==> src/sv/mtr_pkg.sv <==
// Shared constants for the MT19937 generator core.
// No dependencies; imported by the core and the remainder unit.
`timescale 1ns / 1ps
package mtr_pkg;
    localparam int STATE_WORDS  = 624;
    localparam int TWIST_OFFSET = 397;
    localparam int ADDR_W       = $clog2(STATE_WORDS);
    localparam int WORD_W       = 32;

    localparam logic [ADDR_W-1:0] LAST_IDX     = ADDR_W'(STATE_WORDS - 1);
    localparam logic [ADDR_W-1:0] POS_SEEDED   = ADDR_W'(STATE_WORDS);
    localparam logic [ADDR_W-1:0] POS_UNSEEDED = ADDR_W'(STATE_WORDS + 1);

    localparam logic [12:0]       SEED_MULT    = 13'd6069;
    localparam logic [WORD_W-1:0] DEFAULT_SEED = 32'd4357;
    localparam logic [WORD_W-1:0] MATRIX_A     = 32'h9908b0df;
    localparam logic [WORD_W-1:0] TEMPER_B     = 32'h9d2c5680;
    localparam logic [WORD_W-1:0] TEMPER_C     = 32'hefc60000;
    localparam logic [WORD_W-1:0] HIGH_BIT     = 32'h80000000;
    localparam logic [WORD_W-1:0] LOW_BITS     = 32'h7fffffff;

    localparam logic [1:0] OP_SEED    = 2'd0;
    localparam logic [1:0] OP_RAW     = 2'd1;
    localparam logic [1:0] OP_UNIFORM = 2'd2;

    // remainder unit result
    typedef struct packed {
        logic              done;
        logic [WORD_W-1:0] rem;
    } mtr_mod_res_t;
endpackage

==> src/sv/mtr_mod.sv <==
// Iterative 32-bit remainder unit, one quotient bit per cycle.
// Depends on mtr_pkg.
`timescale 1ns / 1ps
module mtr_mod
    import mtr_pkg::*;
(
    input  logic              clk,
    input  logic              rst_n,
    input  logic              start,
    input  logic [WORD_W-1:0] dividend,
    input  logic [WORD_W-1:0] divisor,
    output mtr_mod_res_t      res
);
    logic [5:0]        cnt_reg, cnt_next;
    logic              busy_reg, busy_next;
    logic              done_reg, done_next;
    logic [WORD_W-1:0] rem_reg, rem_next;
    logic [WORD_W-1:0] quo_reg, quo_next;
    logic [WORD_W-1:0] dvs_reg, dvs_next;
    logic [WORD_W:0]   shifted;

    always_comb
    begin
        cnt_next  = cnt_reg;
        busy_next = busy_reg;
        done_next = 1'b0;
        rem_next  = rem_reg;
        quo_next  = quo_reg;
        dvs_next  = dvs_reg;
        shifted   = {rem_reg, quo_reg[WORD_W-1]};
        if (start)
        begin
            busy_next = 1'b1;
            cnt_next  = 6'd0;
            rem_next  = '0;
            quo_next  = dividend;
            dvs_next  = divisor;
        end
        else if (busy_reg)
        begin
            quo_next = {quo_reg[WORD_W-2:0], 1'b0};
            // subtract where the partial remainder reaches the divisor
            if (shifted >= {1'b0, dvs_reg})
                rem_next = WORD_W'(shifted - {1'b0, dvs_reg});
            else
                rem_next = shifted[WORD_W-1:0];
            cnt_next = cnt_reg + 6'd1;
            if (cnt_reg == 6'(WORD_W - 1))
            begin
                busy_next = 1'b0;
                done_next = 1'b1;
            end
        end
    end

    always_ff @(posedge clk or negedge rst_n)
    begin
        if (!rst_n)
        begin
            cnt_reg  <= '0;
            busy_reg <= 1'b0;
            done_reg <= 1'b0;
        end
        else
        begin
            cnt_reg  <= cnt_next;
            busy_reg <= busy_next;
            done_reg <= done_next;
        end
    end

    always_ff @(posedge clk)
    begin
        rem_reg <= rem_next;
        quo_reg <= quo_next;
        dvs_reg <= dvs_next;
    end

    assign res.done = done_reg;
    assign res.rem  = rem_reg;

    a_done_after_busy: assert property (@(posedge clk) disable iff (!rst_n)
        done_reg |-> $past(busy_reg))
        else $error("remainder done without a running division");
endmodule
==> config.mk <==
export PLATFORM = sky130hd
export DESIGN_NAME = mtr_mod
export DESIGN_NICKNAME = d
export VERILOG_FILES = /design/src/sv/mtr_pkg.sv /design/src/sv/mtr_mod.sv
export SDC_FILE = /design/constraint.sdc
export NUM_CORES = 1
export LEC_CHECK = 0
export ABC_AREA = 1
export BUFFER_PORTS_ARGS = -buffer_cell sky130_fd_sc_hd__clkbuf_2
export CAP_MARGIN = 20
export CORE_MARGIN = 2
export CORE_UTILIZATION = 58
export CTS_BUF_LIST = sky130_fd_sc_hd__clkbuf_8 sky130_fd_sc_hd__clkbuf_16
export DETAILED_ROUTE_END_ITERATION = 7
export MAX_ROUTING_LAYER = met4
export PLACE_DENSITY = 0.83
export SLEW_MARGIN = 20
export SYNTH_ARGS = -nofsm -noshare
export SYNTH_HDL_FRONTEND = slang
export SYNTH_SLANG_ARGS = --single-unit
==> constraint.sdc <==
create_clock -name clk -period 2.8 [get_ports clk]
set_input_delay 0 -clock clk [delete_from_list [all_inputs] [get_ports clk]]
set_output_delay 0 -clock clk [all_outputs]
set_load 0.05 [all_outputs]
==> flow_summary.toml <==
[status]
run_status = "finished clean"

[sta]
setup_viol = 0
post-route-min-period_ns = 2.33
tightest_slew_ns = 0.755
slew_headroom_pct = 49.7
max_freq_ghz = 0.430
hold_viol = 0
tns_ns = 0
final_max_slew_viol_count = 0
fin_skew_ns = 0.0128
rsz0062_at_grt = "false"
fin_crit_sh_pct = 83.1

[logic_synthesis]
yosysSeqAreaShare_pct = 41.0
netlist_area_mm2 = 0.00674
synth_area_leader_cell = "edfxtp_1"
synth.avg_cell_area_um2 = 7.05
syn-instance-count = 957
ys.flop_type = "edfxtp_1"
async_flop_share_pct = 7.69
yosysTopAreaCellShare_pct = 28.5
yosysWarnings = 0
synth_cell_type_count = 32
synth-edff-count = 64
yosysMostFrequentCell = "nand2_1"
synth_common_cells = "nand2_1, inv_1, nand3_1"
ys_seq_elements = 104
synthesis.nets = 1058
synth_area_leaders = "edfxtp_1, nand2_1, dfxtp_1"

[layout]
layout-drive-gt1-share_pct = 12.9
antenna_cells = 0
finalNonFillerCells = 1269
nNetsFinal = 1222
final_area_mm2 = 0.00834
utilization_pct = 73.4
syn_to_final_growth_pct = 23.7

[floorplanning]
fp-row-count = 39
die-area_mm2 = 0.0125
die_y_um = 112
start_util_pct = 59.3
design.core.area_mm2 = 0.0114
die_width_um = 112
io_pins = 100

[critical_path]
worst-r2r-setup-slack_ns = 0.47
cp.required_ns = 3.05
startpoint_type = "flip-flop"
crit_fanout = 33
critical-path-top-delay-family = "simple AND/OR/NAND/NOR gates"
cp-end-kind = "flip-flop"
crit_chain = "inv_1 -> ha_1 -> nand2_2 -> inv_1 -> nand2_1 -> nand2_1 -> inv_1 -> nand3_2 -> nand2_2 -> nand2_2 -> nand2_4 -> buf_4 -> nand3_1 -> nand3_1 -> o21ai_1"
cp.arrival_ns = 2.58
crit_slowest_cell = "edfxtp_1"
cpPeakStageDelay_ns = 0.38
worstPathBufferInverterCount = 4
worst-setup-path-type = "flip-flop to flip-flop"

[route]
viasPerCell = 5.20
drt-initial-drc-count = 445
wl_per_cell_um = 15.0
via_count = 6604
wirelength_mm = 19.0
final_antenna_net_count = 0
route.detailed.drc = 0
dr.pass1.iters = 6

[cts]
worstSkewPairLatency_ns = 0.37
cts-root-buf = "clkbuf_16"
h-tree-depth = 3
cts_inserted_buffers = 9
clock_path_buffers = 2
numClockSinks = 104
clkTransAtPathRegs_ns = 0.08
post_cts_buffers = 0
cts_tree = "yes"

[placed_design]
io_buffers = 99
gp_congestion = 0.959
postPlaceCellArea_mm2 = 0.00737
dp.cells = 1188
dp_hpwl_mm = 12.5

[global_route]
antenna_found_initial = 0
grt-ovfl-total = 0
grt_pass1_wl_mm = 30.9
grt_pass1_vias = 6462
grt_max_degree = 63
grt_use_total_pct = 32.2

[power]
power.total_uw = 7060
ir_worst_vdd_v = 0.000712
power.density_mw_per_mm2 = 846
power.leakage_uw = 0.00454

[hold_path]
min_path_type = "input pin to asynchronous set/reset pin"

[flow_run]
cap_violations = 0
==> where the power goes <==
group          internal, uW  leakage, uW  switching, uW  total [uW]
Clock                   720     0.000157            634        1350
Sequential             1880      0.00103            192        2070
Combinational          1170      0.00335           2460        3630
==> layout make-up <==
| type | count | area, um^2 |
|---|---|---|
| sequential | 104 | 2760 |
| inverter | 170 | 638 |
| timing repair buffer | 175 | 1230 |
| multi-input combinational | 661 | 3210 |
| clock inverter | 7 | 97.6 |
| tap | 143 | 179 |
| fill | 885 | 3030 |
| clock buffer | 9 | 225 |
==> worst reg2reg max path, stage by stage, from the launching register on <==
cell	delay (ns)
edfxtp_1	0.38
inv_1	0.08
ha_1	0.29
nand2_2	0.15
inv_1	0.05
nand2_1	0.06
nand2_1	0.07
inv_1	0.07
nand3_2	0.12
nand2_2	0.10
nand2_2	0.07
nand2_4	0.07
buf_4	0.38
nand3_1	0.16
nand3_1	0.10
o21ai_1	0.08
==> path summary, 6_finish.rpt <==
check                                          from                       end  depth (start not counted)
max                            dvs_reg[8]$_DFFE_PP_  rem_reg[14]$_SDFFE_PP0P_                         15
min                                           rst_n    cnt_reg[5]$_DFFE_PN0P_                          2
max reg2reg                    dvs_reg[8]$_DFFE_PP_  rem_reg[14]$_SDFFE_PP0P_                         15
min reg2reg                rem_reg[21]$_SDFFE_PP0P_  rem_reg[21]$_SDFFE_PP0P_                          2
max in group asynchronous                     rst_n    cnt_reg[2]$_DFFE_PN0P_                          2
min in group clk                              start     dvs_reg[14]$_DFFE_PP_                          1
==> per-stage QoR <==
stage	hold WS (ns)	setup slack (ns)
floorplan	-0.296	0.566
global placement	-0.146	0.540
detailed placement	-0.146	0.500
CTS	0.00471	0.482
global route	0.0356	0.261
finish	0.0157	0.473
==> kinds of logic (layout without fill, tap and decap cells) <==
logic type      Yosys count  after routing  synth area share, %
fa+ha+maj                34             34                 6.42
xor+xnor                 15             15                 1.95
buf+inv                 192            361                 11.4
compound gates           52             52                 3.99
simple gates            560            560                 35.2
flops                   104            104                 41.0
==> cells in the final DEF (no fill, tap or decap) <==
cell	n
a21oi_1	25
a22o_1	1
and2_1	2
and3_1	5
buf_4	11
bufinv_16	1
clkbuf_16	9
clkbuf_2	99
clkinv_1	1
clkinv_4	1
clkinv_8	2
dfrtp_1	8
dfxtp_1	32
dlygate4sd3_1	65
edfxtp_1	64
fa_1	1
ha_1	33
inv_1	169
inv_6	3
nand2_1	390
nand2_2	5
nand2_4	2
nand3_1	75
nand3_2	3
nand3b_1	20
nand4_1	2
nor2_1	38
nor2_2	6
nor2_4	1
nor3_1	9
o21ai_0	8
o21ai_1	16
o21bai_1	2
or2_2	2
xnor2_1	14
xor2_1	1
==> metal layers <==
| metal | track usage (%) | vias to the layer above | part of all wire (%) |
|---|---|---|---|
| met1 | 39.9 | 3007 | 43 |
| met3 | 5.28 | 35 | 6.3 |
| met4 | 12.0 | 0 | 2.2 |
| met5 | - | - | 0 |
| met2 | 53.2 | 262 | 49 |
| li1 | - | 3300 | - |
==> repair_timing <==
action	CTS	global route
gates resized for setup	0	0
hold buffers	65	0
endpoints found under the hold margin	72	0
Note: power is estimated with default switching activity, not from simulation.
